--- src/rtl/fhc_pkg.sv ---
// ----------------------------------------------------------------------------
// fhc_pkg: shared types and constants of the frame header classifier
// Holds the frame kind codes, the protocol constants and the result type.
// ----------------------------------------------------------------------------
package fhc_pkg;

	localparam int unsigned MaxFrameBytes = 16383;
	localparam int unsigned CountW = 14;

	localparam logic [15:0] EtIpv4 = 16'h0800;
	localparam logic [15:0] EtIpv6 = 16'h86DD;
	localparam logic [15:0] EtArp  = 16'h0806;
	localparam logic [15:0] EtVlan = 16'h8100;
	localparam logic [15:0] EtQinq = 16'h88A8;
	localparam logic [4:0]  L3Base = 5'd14;
	localparam logic [4:0]  L3LastTag = 5'd22;

	localparam logic [7:0] ProtoTcp = 8'd6;
	localparam logic [7:0] ProtoUdp = 8'd17;

	localparam logic [1:0] IpNone = 2'd0;
	localparam logic [1:0] IpV4   = 2'd1;
	localparam logic [1:0] IpV6   = 2'd2;

	localparam logic [3:0] KindIgnored   = 4'd0;
	localparam logic [3:0] KindRaw       = 4'd1;
	localparam logic [3:0] KindArp       = 4'd2;
	localparam logic [3:0] KindDns       = 4'd3;
	localparam logic [3:0] KindTlsClient = 4'd4;
	localparam logic [3:0] KindTlsServer = 4'd5;
	localparam logic [3:0] KindSsdp      = 4'd6;
	localparam logic [3:0] KindDhcp      = 4'd7;
	localparam logic [3:0] KindAggregate = 4'd8;

	typedef struct packed {
		logic [3:0]        frame_kind;
		logic [11:0]       vlan_id;
		logic [15:0]       ether_type;
		logic [1:0]        ip_version;
		logic [7:0]        l4_protocol;
		logic [7:0]        ip_ttl;
		logic [15:0]       src_port;
		logic [15:0]       dst_port;
		logic [7:0]        tcp_flag_bits;
		logic [CountW-1:0] payload_offset;
		logic [CountW-1:0] frame_length;
	} result_t;

	typedef struct packed {
		logic [CountW-1:0] byte_count;
		logic [15:0]       ethertype;
		logic [11:0]       vlan;
		logic [4:0]        l3_start;
		logic [1:0]        ip_kind;
		logic [5:0]        ip_hlen;
		logic [7:0]        proto;
		logic [7:0]        ttl;
		logic [15:0]       sport;
		logic [15:0]       dport;
		logic [7:0]        flags;
		logic [5:0]        tcp_hlen;
		logic [7:0]        first_payload;
		logic [7:0]        hs_type;
		logic              later_frag;
	} parse_t;

endpackage

--- src/rtl/fhc_parser.sv ---
// ----------------------------------------------------------------------------
// fhc_parser: header field capture
// Holds the per-frame parse state and updates it with each accepted byte.
// ----------------------------------------------------------------------------
module fhc_parser (
	input  logic            clk,
	input  logic            arst_n,
	input  logic            take,
	input  logic [7:0]      data_byte,
	input  logic            end_of_frame,
	output fhc_pkg::parse_t nxt
);
	import fhc_pkg::*;

	parse_t st_q;
	parse_t n;
	parse_t clr;
	logic [CountW-1:0] p;
	logic [CountW-1:0] l3;
	logic [CountW-1:0] rel;
	logic [CountW-1:0] r4;
	logic [7:0] pr;
	logic [CountW-1:0] po;
	logic po_ok;
	logic [15:0] et;

	always_comb begin
		clr = '0;
		clr.l3_start = L3Base;
	end

	always_comb begin
		n = st_q;
		p = st_q.byte_count;
		l3 = CountW'(st_q.l3_start);
		rel = '0;
		r4 = '0;
		pr = '0;
		po = '0;
		po_ok = 1'b1;
		et = '0;
		if (st_q.byte_count < CountW'(MaxFrameBytes)) begin
			if (l3 > CountW'(L3Base) && p + CountW'(4) == l3) begin
				n.vlan = {data_byte[3:0], 8'h00};
			end
			if (l3 > CountW'(L3Base) && p + CountW'(3) == l3) begin
				n.vlan = {st_q.vlan[11:8], data_byte};
			end
			if (p + CountW'(2) == l3) begin
				n.ethertype = {data_byte, 8'h00};
			end
			if (p + CountW'(1) == l3) begin
				et = {st_q.ethertype[15:8], data_byte};
				n.ethertype = et;
				if ((et == EtVlan || et == EtQinq) && st_q.l3_start < L3LastTag) begin
					n.l3_start = st_q.l3_start + 5'd4;
				end else begin
					n.ip_kind = (et == EtIpv4) ? IpV4 : ((et == EtIpv6) ? IpV6 : IpNone);
				end
			end
			if (n.ip_kind != IpNone && p >= l3) begin
				rel = p - l3;
				if (n.ip_kind == IpV4) begin
					if (rel == 0) n.ip_hlen = {data_byte[3:0], 2'b00};
					if (rel == 6 && data_byte[4:0] != 5'd0) n.later_frag = 1'b1;
					if (rel == 7 && data_byte != 8'd0) n.later_frag = 1'b1;
					if (rel == 8) n.ttl = data_byte;
					if (rel == 9) n.proto = data_byte;
				end else begin
					if (rel == 0) n.ip_hlen = 6'd40;
					if (rel == 6) n.proto = data_byte;
					if (rel == 7) n.ttl = data_byte;
				end
				if (n.ip_hlen >= 6'd20 && rel >= CountW'(n.ip_hlen)) begin
					r4 = rel - CountW'(n.ip_hlen);
					pr = (n.ip_kind == IpV4 && n.later_frag) ? 8'd0 : n.proto;
					if (pr == ProtoTcp || pr == ProtoUdp) begin
						if (r4 == 0) n.sport = {data_byte, 8'h00};
						if (r4 == 1) n.sport = {st_q.sport[15:8], data_byte};
						if (r4 == 2) n.dport = {data_byte, 8'h00};
						if (r4 == 3) n.dport = {st_q.dport[15:8], data_byte};
					end
					if (pr == ProtoTcp) begin
						if (r4 == 12) n.tcp_hlen = {data_byte[7:4], 2'b00};
						if (r4 == 13) n.flags = data_byte;
						po = CountW'(n.tcp_hlen);
						po_ok = n.tcp_hlen >= 6'd20;
					end else if (pr == ProtoUdp) begin
						po = CountW'(8);
					end
					if (po_ok && r4 == po) n.first_payload = data_byte;
					if (po_ok && r4 == po + CountW'(5)) n.hs_type = data_byte;
				end
			end
			n.byte_count = st_q.byte_count + CountW'(1);
		end
	end

	assign nxt = n;

	always_ff @(posedge clk or negedge arst_n) begin
		if (!arst_n) begin
			st_q <= clr;
		end else if (take) begin
			if (end_of_frame) begin
				st_q <= clr;
			end else begin
				st_q <= n;
			end
		end
	end

endmodule

--- src/rtl/fhc_classify.sv ---
// ----------------------------------------------------------------------------
// fhc_classify: frame classification
// Turns the final parse state of a frame into one result.
// ----------------------------------------------------------------------------
module fhc_classify (
	input  fhc_pkg::parse_t  st,
	input  logic             raw_frame_mode,
	output fhc_pkg::result_t res
);
	import fhc_pkg::*;

	logic [CountW-1:0] len;
	logic [CountW:0] l3;
	logic [CountW:0] l4;
	logic [CountW:0] payoff;
	logic [CountW:0] avail;
	logic [7:0] pr;
	logic [3:0] kind;
	logic ok;

	always_comb begin
		res = '0;
		len = st.byte_count;
		res.frame_length = len;
		l3 = (CountW+1)'(st.l3_start);
		pr = (st.ip_kind == IpV4 && st.later_frag) ? 8'd0 : st.proto;
		l4 = l3 + (CountW+1)'(st.ip_hlen);
		payoff = l4;
		if (pr == ProtoTcp) payoff = l4 + (CountW+1)'(st.tcp_hlen);
		else if (pr == ProtoUdp) payoff = l4 + (CountW+1)'(8);
		avail = ({1'b0, len} > payoff) ? {1'b0, len} - payoff : '0;
		ok = 1'b1;
		kind = KindAggregate;
		if ({1'b0, len} < l3) begin
			ok = 1'b0;
		end else if (raw_frame_mode) begin
			res.frame_kind = KindRaw;
			res.vlan_id = st.vlan;
			res.ether_type = st.ethertype;
			ok = 1'b0;
		end else if (st.ip_kind == IpNone) begin
			if (st.ethertype == EtArp) begin
				res.frame_kind = KindArp;
				res.vlan_id = st.vlan;
				res.ether_type = st.ethertype;
				res.payload_offset = CountW'(st.l3_start);
			end
			ok = 1'b0;
		end else begin
			if (st.ip_kind == IpV4) begin
				if ({1'b0, len} < l3 + (CountW+1)'(20)) ok = 1'b0;
				if (st.ip_hlen < 6'd20 || st.ip_hlen > 6'd60) ok = 1'b0;
			end else if ({1'b0, len} < l3 + (CountW+1)'(40)) begin
				ok = 1'b0;
			end
			if (pr == ProtoTcp) begin
				if ({1'b0, len} < l4 + (CountW+1)'(20)) ok = 1'b0;
				if (st.tcp_hlen < 6'd20 || st.tcp_hlen > 6'd60) ok = 1'b0;
			end else if (pr == ProtoUdp) begin
				if ({1'b0, len} < l4 + (CountW+1)'(8)) ok = 1'b0;
			end
		end
		if (pr == ProtoUdp && (st.sport == 16'd53 || st.dport == 16'd53 ||
				st.sport == 16'd5353 || st.dport == 16'd5353)) begin
			kind = KindDns;
		end else if (pr == ProtoTcp && avail >= (CountW+1)'(6) &&
				st.first_payload == 8'h16) begin
			if (st.hs_type == 8'h01) kind = KindTlsClient;
			else if (st.hs_type == 8'h02) kind = KindTlsServer;
		end else if (pr == ProtoUdp && (st.dport == 16'd1900 || st.sport == 16'd1900)) begin
			kind = KindSsdp;
		end else if (pr == ProtoUdp && (st.dport == 16'd67 || st.dport == 16'd68)) begin
			kind = KindDhcp;
		end
		if (ok) begin
			res.frame_kind = kind;
			res.vlan_id = st.vlan;
			res.ether_type = st.ethertype;
			res.ip_version = st.ip_kind;
			res.l4_protocol = pr;
			res.ip_ttl = st.ttl;
			if (pr == ProtoTcp || pr == ProtoUdp) begin
				res.src_port = st.sport;
				res.dst_port = st.dport;
			end
			if (pr == ProtoTcp) res.tcp_flag_bits = st.flags;
			res.payload_offset = payoff[CountW-1:0];
		end
	end

endmodule

--- src/rtl/frame_header_classifier_unit.sv ---
// ----------------------------------------------------------------------------
// frame_header_classifier_unit: Ethernet/IP/L4 header classifier
// Parses a byte stream per frame and gives one classification per frame.
// ----------------------------------------------------------------------------
// One frame byte is taken in every cycle with in_valid high and in_stall low.
// The byte updates the parse state registers; on the last byte the
// classification is computed from the updated state and registered into a
// two-entry output buffer. Input stall rises only when both entries are full.
module frame_header_classifier_unit (
	input  logic        clk,
	input  logic        arst_n,
	input  logic        in_valid,
	output logic        in_stall,
	input  logic [7:0]  data_byte,
	input  logic        end_of_frame,
	input  logic        cfg_we,
	input  logic        cfg_wdata,
	output logic        out_valid,
	input  logic        out_stall,
	output logic [3:0]  frame_kind,
	output logic [11:0] vlan_id,
	output logic [15:0] ether_type,
	output logic [1:0]  ip_version,
	output logic [7:0]  l4_protocol,
	output logic [7:0]  ip_ttl,
	output logic [15:0] src_port,
	output logic [15:0] dst_port,
	output logic [7:0]  tcp_flag_bits,
	output logic [13:0] payload_offset,
	output logic [13:0] frame_length
);
	import fhc_pkg::*;

	logic raw_mode_q;
	logic take;
	parse_t nxt;
	result_t res;
	result_t main_q;
	result_t skid_q;
	logic main_v_q;
	logic skid_v_q;
	logic push;
	logic pop;

	assign in_stall = skid_v_q;
	assign take = in_valid && !in_stall;
	assign push = take && end_of_frame;
	assign pop = main_v_q && !out_stall;

	fhc_parser u_parser (
		.clk(clk), .arst_n(arst_n), .take(take),
		.data_byte(data_byte), .end_of_frame(end_of_frame), .nxt(nxt)
	);

	fhc_classify u_classify (.st(nxt), .raw_frame_mode(raw_mode_q), .res(res));

	always_ff @(posedge clk or negedge arst_n) begin
		if (!arst_n) begin
			raw_mode_q <= 1'b0;
			main_v_q <= 1'b0;
			skid_v_q <= 1'b0;
		end else begin
			if (cfg_we) raw_mode_q <= cfg_wdata;
			if (!main_v_q || pop) begin
				main_v_q <= skid_v_q || push;
				skid_v_q <= 1'b0;
			end else if (push) begin
				skid_v_q <= 1'b1;
			end
		end
	end

	always_ff @(posedge clk) begin
		if (!main_v_q || pop) begin
			main_q <= skid_v_q ? skid_q : res;
		end
		if (push && main_v_q && !pop) skid_q <= res;
	end

	assign out_valid = main_v_q;
	assign frame_kind = main_q.frame_kind;
	assign vlan_id = main_q.vlan_id;
	assign ether_type = main_q.ether_type;
	assign ip_version = main_q.ip_version;
	assign l4_protocol = main_q.l4_protocol;
	assign ip_ttl = main_q.ip_ttl;
	assign src_port = main_q.src_port;
	assign dst_port = main_q.dst_port;
	assign tcp_flag_bits = main_q.tcp_flag_bits;
	assign payload_offset = main_q.payload_offset;
	assign frame_length = main_q.frame_length;

endmodule
--- config.mk ---
export PLATFORM = sky130hd
export DESIGN_NAME = frame_header_classifier_unit
export DESIGN_NICKNAME = d
export VERILOG_FILES = /design/src/rtl/fhc_pkg.sv /design/src/rtl/fhc_parser.sv /design/src/rtl/fhc_classify.sv /design/src/rtl/frame_header_classifier_unit.sv
export SDC_FILE = /design/constraint.sdc
export NUM_CORES = 1
export LEC_CHECK = 0
export BUFFER_PORTS_ARGS = -buffer_cell sky130_fd_sc_hd__buf_4
export CAP_MARGIN = 20
export CELL_PAD_IN_SITES_DETAIL_PLACEMENT = 2
export CELL_PAD_IN_SITES_GLOBAL_PLACEMENT = 2
export CORE_AREA = 5 5 245 247
export CTS_BUF_LIST = sky130_fd_sc_hd__clkbuf_4
export CTS_CLUSTER_SIZE = 25
export DETAILED_ROUTE_END_ITERATION = 16
export DIE_AREA = 0 0 250 252
export GPL_TIMING_DRIVEN = 0
export HOLD_SLACK_MARGIN = 0.12
export PLACE_DENSITY = 0.77
export SLEW_MARGIN = 20
export SYNTH_ARGS = -nofsm -noshare
export SYNTH_HDL_FRONTEND = slang
export SYNTH_SLANG_ARGS = --single-unit
--- constraint.sdc ---
create_clock -name clk -period 9 [get_ports clk]
set_input_delay 0.45 -clock clk [delete_from_list [all_inputs] [get_ports clk]]
set_output_delay 0.45 -clock clk [all_outputs]
set_load 0.1 [all_outputs]
-- Word level (Yosys, flattened, before mapping)
Cells that the tools add are included.
- register bits: 373
- bits in latches: 0
- RAM bits: 0
- ROM bits: 0
- input bits: 15
- output and inout bits: 120
- word-level logic and storage cells: 242
- memories kept: 0
- add/subtract/negate cells: 15
- multiply operators: 0
- divide/modulo/power cells: 0
- $lt $le $gt $ge: 18
- equality and inequality tests: 37
- shift operators: 0
- mux-type cells: 88
- bitwise gates (word level): 0
- reductions and logical operators: 44
- operators with widths (kind ; count):
    $mux 134 ; 2
    $mux 32 ; 5
    $mux 118 ; 1
    $mux 14 ; 8
    $mux 104 ; 1
    $mux 16 ; 6
    $mux 85 ; 1
    $mux 8 ; 10
    $mux 22 ; 3
    $mux 62 ; 1
    $lt 14x15->1 ; 4
    $eq 14x4->1 const B ; 4
    $eq 14x5->1 ; 4
    $eq 16x16->1 const B ; 3
    $mux 15 ; 3
    $mux 6 ; 7
    $eq 16x11->1 const B ; 2
    $eq 16x12->1 const B ; 2
    $eq 16x13->1 const B ; 2
    $eq 16x6->1 const B ; 2
    $eq 16x7->1 const B ; 2
    $mux 30 ; 1
    $add 14x2->14 const B ; 2
    $add 14x3->14 const B ; 2
    other kinds (45) ; 124

-- Depth between registers and ports, before layout
- word-level depth: 43
- gate-level depth with buffers: 46
- gate-level depth less buffers: 42

-- Cells and area by module
A second synthesis with hierarchy kept.
- cells, all modules: 1952
- area total of the unflattened synthesis: 21987.3 µm²
- by module, submodules not included (module ; times used ; cells an instance ; area an instance (µm²) ; sequential area each (µm²)):
    fhc_parser ; 1 ; 1077 ; 9794.4 ; 3331.9
    frame_header_classifier_unit ; 1 ; 377 ; 8677.1 ; 7161.9
    fhc_classify ; 1 ; 498 ; 3515.9 ; 0.0

-- Least setup slack after synthesis
No wires, ideal clock.
- kind: reg-to-reg
- start point: register main_v_q (netlist: out_valid)
- end point: register skid_q[0] (netlist name) (enable)
- setup time: 584 ps
- data arrival time: 8756 ps
- required time: 8416 ps
- path slack: -340 ps
- cell stages (with the launch flop): 3
- buffers on the path: 0
- period minus slack after synthesis: 9340 ps
- cell sequence: dfrtp_1 nand2_1 nor2_1
- word-level cells in the longest chain between the ends: 3
- elaborated cells on any way between the ends: 4
- classes of those cells: reduce/logical: 4
- ends and longest elaborated chain (element ; RTL line ; source):
    start: declaration ; frame_header_classifier_unit.sv:40 ; logic main_v_q;
    start signal: assignment ; frame_header_classifier_unit.sv:65 ; main_v_q <= skid_v_q || push;
    $logic_and 1x1->1 ; frame_header_classifier_unit.sv:48 ; assign pop = main_v_q && !out_stall;
    $logic_not 1->1 ; frame_header_classifier_unit.sv:77 ; if (push && main_v_q && !pop) skid_q <= res;
    $logic_and 1x1->1 * ; frame_header_classifier_unit.sv:77 ;
    end signal: assignment ; frame_header_classifier_unit.sv:77 ;
    end: declaration ; frame_header_classifier_unit.sv:39 ; result_t skid_q;
Mark *: on every way between the ends. The rest lies on a longest branch, timed or not.
A chain may end at the register's enable or synchronous reset.

-- Final worst setup path
- start point: register u_parser.st_q (netlist bit u_parser.p[2])
- end point: register main_q (netlist bit frame_kind[0]), data pin
- word-level cells in the longest chain between the ends: 33
- elaborated cells on any way between the ends: 146
- classes of those cells: add/sub: 11; order compare: 16; eq/ne: 27; mux: 67; reduce/logical: 25
- ends and longest elaborated chain (element ; RTL line ; source):
    start: declaration ; fhc_parser.sv:15 ; parse_t st_q;
    start signal: assignment ; fhc_parser.sv:103 ; st_q <= clr;
    start signal: assignment ; fhc_parser.sv:106 ; st_q <= clr;
    start signal: assignment ; fhc_parser.sv:108 ; st_q <= n;
    $add 14x1->14 ; fhc_parser.sv:52, fhc_parser.sv:95 ;
    $eq 14x5->1 ; fhc_parser.sv:52 ; if (p + CountW'(1) == l3) begin
    $mux 7 ; fhc_parser.sv:52 ;
    $mux 7 ; fhc_parser.sv:42 ; if (st_q.byte_count < CountW'(MaxFrameBytes)) begin
    $eq 2x1->1 ; fhc_parser.sv:63, fhc_parser.sv:76 ;
    $mux 22 ; fhc_parser.sv:63 ; if (n.ip_kind == IpV4) begin
    $mux 22 ; fhc_parser.sv:61 ; if (n.ip_kind != IpNone && p >= l3) begin
    $mux 22 ; fhc_parser.sv:42 ;
    [... 13 more ...] ; -- ;
    $logic_and 1x1->1 ; fhc_parser.sv:92 ; if (po_ok && r4 == po + CountW'(5)) n.hs_type = data_byte;
    $mux 8 ; fhc_parser.sv:92 ;
    $mux 62 ; fhc_parser.sv:74 ; if (n.ip_hlen >= 6'd20 && rel >= CountW'(n.ip_hlen)) begin
    $mux 85 ; fhc_parser.sv:61 ;
    $mux 134 * ; fhc_parser.sv:42 ;
    parallel branches: the longest is 5 deep, another holds $add 15x6->15 ; -- ;
    $mux 104 * ; fhc_classify.sv:75 ; if (ok) begin
    $mux 118 * ; frame_header_classifier_unit.sv:75 ; main_q <= skid_v_q ? skid_q : res;
    end signal: assignment ; frame_header_classifier_unit.sv:75 ;
    end: declaration ; frame_header_classifier_unit.sv:38 ; result_t main_q;
Every way passes the cells marked *. The select of a mux whose other input is x is not followed.

==> results.cfg <==
[floorplanning]
io_pins = 135
coreArea_sq_mm = 0.0574
fp.dieH_um = 252
row_count = 88
die_w_um = 250
die-area_sq_mm = 0.0630
start_util_pct = 36.8

[sta]
fin_crit_sh_pct = 108
max_freq_mhz = 103
drv_slew = 0
fin_ws_ns = -0.713
setup_violations = 9
finalClockSkew_ns = 0.0516
hold_viol = 0
rsz0062_at_grt = yes
slew-limit-headroom_pct = 18.3
setup_tns_ns = -3.89
hold_slack_ns = 0.132
max_slew.worst_pin.slew_ns = 1.23
period_needed_ns = 9.71

[critical_path]
rr_endpoint = frame_kind[0]
crit_top_cell = buf_4
worstPathRequired_ns = 9.59
crit_fanout = 7
slowest_delay_ns = 0.59
slowest_stage = or4_4
r2r_cells = 43
crit_arrival_ns = 10.30
critPathLaunchType = flop
timing.critical_path.buf_inv = 9
reg2reg_slack_ns = -0.71
cp-end-kind = flop
path_delay_family = compound AO/OA/AOI/OAI gates
critPathKind = flop to flop
regToRegStartpoint = u_parser.p[2]

[yosys]
syn_area_sq_mm = 0.0211
synthDistinctLibCells = 95
ys_ff_latch = 360
synth_area_per_cell_sq_um = 9.79
ys_seq_area_share_pct = 48.0
synth_compound_area_share_pct = 17.4
synth_fa_ha_area_share_pct = 4.32
synth_simple_gate_area_share_pct = 18.0
synthCells = 2155
synth_mux_area_share_pct = 5.49
yosysTopAreaCell = edfxtp_1
async_reset_ff_share_pct = 37.8
yosysMostFrequentCell = nand2_1
synth_xor_area_share_pct = 2.94
netlist.area_leader.share_pct = 31.9
synth_edf_count = 224
ys_warn_count = 0
synth_top_family_by_area = simple AND/OR/NAND/NOR gates
ys.flop_type = edfxtp_1
synthTopCellsByArea = edfxtp_1 (32%), dfrtp_1 (16%), nand2_1 (5.1%)
synthTopCellsByCount = nand2_1 (289), edfxtp_1 (224), nor2_1 (197), o21ai_0 (159), dfrtp_1 (133)

[run_status]
outcome = complete, but fails checks
violations = setup timing

[route]
drt_first_iter_violations = 1578
ant_nets = 0
drcViolationCount = 0
vias_per_cell = 6.09
num_vias = 20400
first_pass_iters = 6
routed_wl_um = 97900
routedWlPerCell_um = 29.3

[clock_tree]
h-tree-depth = 3
clock-root-buffer = clkbuf_4
cts_inserted_buffers = 97
clk_pin_slew_ns = 0.10
cts_tree = built
cts.sink_count = 360
clk_path_buf_depth = 3
clk_latency_ns = 0.86

[placement]
port_buffers = 127
dp_hpwl_um = 66400
gp_congestion = 0.911
dpl.cell_count = 3064

[power]
ir_drop_v = 0.0000853
leakage_uw = 0.0102
powerDensity_mw_per_mm2 = 166

[job]
drv_cap = 0

[finish]
instances_no_fill = 3343
layout-drive-gt1-share_pct = 26.3
nets = 2576
syn_to_final_growth_pct = 25.8

[global_routing]
antenna_found_initial = 4
grt_overflow_total = 0
grt_first_pass_wirelength_um = 139000
grt_pass1_vias = 21800
grt_max_degree = 74
gr-usage-all-layers_pct = 28.6

[min_path]
min_path_type = input pin to async pin
report_power, final:
group | switching [uW] | leakage [uW] | total [uW] | internal (uW)
clock | 776 | 0.000804 | 1620 | 847
combinational | 711 | 0.00540 | 920 | 208
sequential | 29.5 | 0.00405 | 1860 | 1830
registers in the layout, indices dropped and copies added (netlist names), 2 cells and up:
register	count
dst_port	16
ether_type	16
frame_kind	4
frame_length	14
ip_ttl	8
ip_version	2
l4_protocol	8
payload_offset	8
skid_q	112
src_port	16
tcp_flag_bits	8
u_parser.l3	4
u_parser.p	14
u_parser.st_q	115
vlan_id	12
per-stage QoR:
stage	area [sq um]	util, %	setup WS, ns	total power (uW)
after floorplan	21100	-	0.000469	2480
after global placement	23100	40.2	-3.08	2690
after detailed placement	23300	40.7	-3.24	2720
after CTS	25900	45.2	-0.301	4370
after global routing	26500	46.2	-0.911	4550
final	26500	46.2	-0.713	4400
layout by cell type, fill, tap and decap left out, types with 9 or more instances in the layout:
master	n
buf_4	231
a31oi_1	9
buf_6	11
inv_1	59
clkbuf_1	74
nand2b_1	28
a22o_1	37
xor2_1	17
and2_1	19
o21ai_1	18
a21oi_2	17
a21oi_1	92
nor3_1	39
o22ai_1	13
or3_1	12
nor4_1	16
conb_1	9
o21a_1	12
dfrtp_2	9
nand3_1	36
o211ai_1	15
o31ai_1	74
a21o_1	20
o21ai_0	152
ha_1	46
nand4_1	32
mux2_2	48
edfxtp_1	224
nand2_1	283
nor2_1	190
buf_2	14
mux2i_1	52
dfrtp_1	124
clkbuf_4	164
ha_4	16
clkinv_1	14
nor2b_1	23
xnor2_1	42
buf_1	9
worst max path at each step:
| stage | startpoint | end | slack [ns] | depth (start not counted) |
|---|---|---|---|---|
| 3_5_place_dp | u_parser.l3[1] | skid_q[114] | -3.24 | 43 |
| 6_report | u_parser.p[2] | frame_kind[0] | -0.71 | 43 |
| 5_1_grt | u_parser.p[1] | frame_kind[0] | -0.91 | 45 |
| 2_1_floorplan | u_parser.p[2] | frame_kind[3] | 0.0005 | 42 |
| 4_1_cts | u_parser.p[2] | frame_kind[3] | -0.30 | 40 |
| 3_3_place_gp | u_parser.l3[1] | frame_kind[0] | -3.08 | 43 |
cells by family after synthesis:
logic type | Yosys count
XOR/XNOR | 69
adder cells (fa/ha/maj) | 70
AO/OA/AOI/OAI | 557
other | 2
flip-flops | 360
buffers and inverters | 196
AND/OR/NAND/NOR | 792
multiplexers | 109
repair_timing:
| item | CTS | global route |
|---|---|---|
| endpoints found under the setup margin | 204 | 166 |
| hold buffers | 4 | 0 |
| endpoints found under the hold margin | 133 | 0 |
| pin swaps | 63 | 51 |
| gates resized for setup | 157 | 71 |
| buffers inserted | 68 | 35 |
layout make-up:
| class | instances | area (sq um) |
|---|---|---|
| Inverter | 69 | 273 |
| Sequential cell | 360 | 10100 |
| Clock buffer | 164 | 1230 |
| Antenna cell | 3 | 7.51 |
| Multi-Input combinational cell | 1606 | 11300 |
| Tap cell | 765 | 957 |
| Clock inverter | 18 | 106 |
| Buffer | 115 | 515 |
| Timing Repair Buffer | 243 | 2020 |
| Fill cell | 6033 | 30800 |
metal layers:
layer / share of wire, % / track usage (%)
met5: 0.010 / 0
met4: 4.6 / 12.3
met3: 6.3 / 5.21
met2: 49 / 49.6
met1: 40 / 35.0
Note: power is estimated with default switching activity, not from simulation.
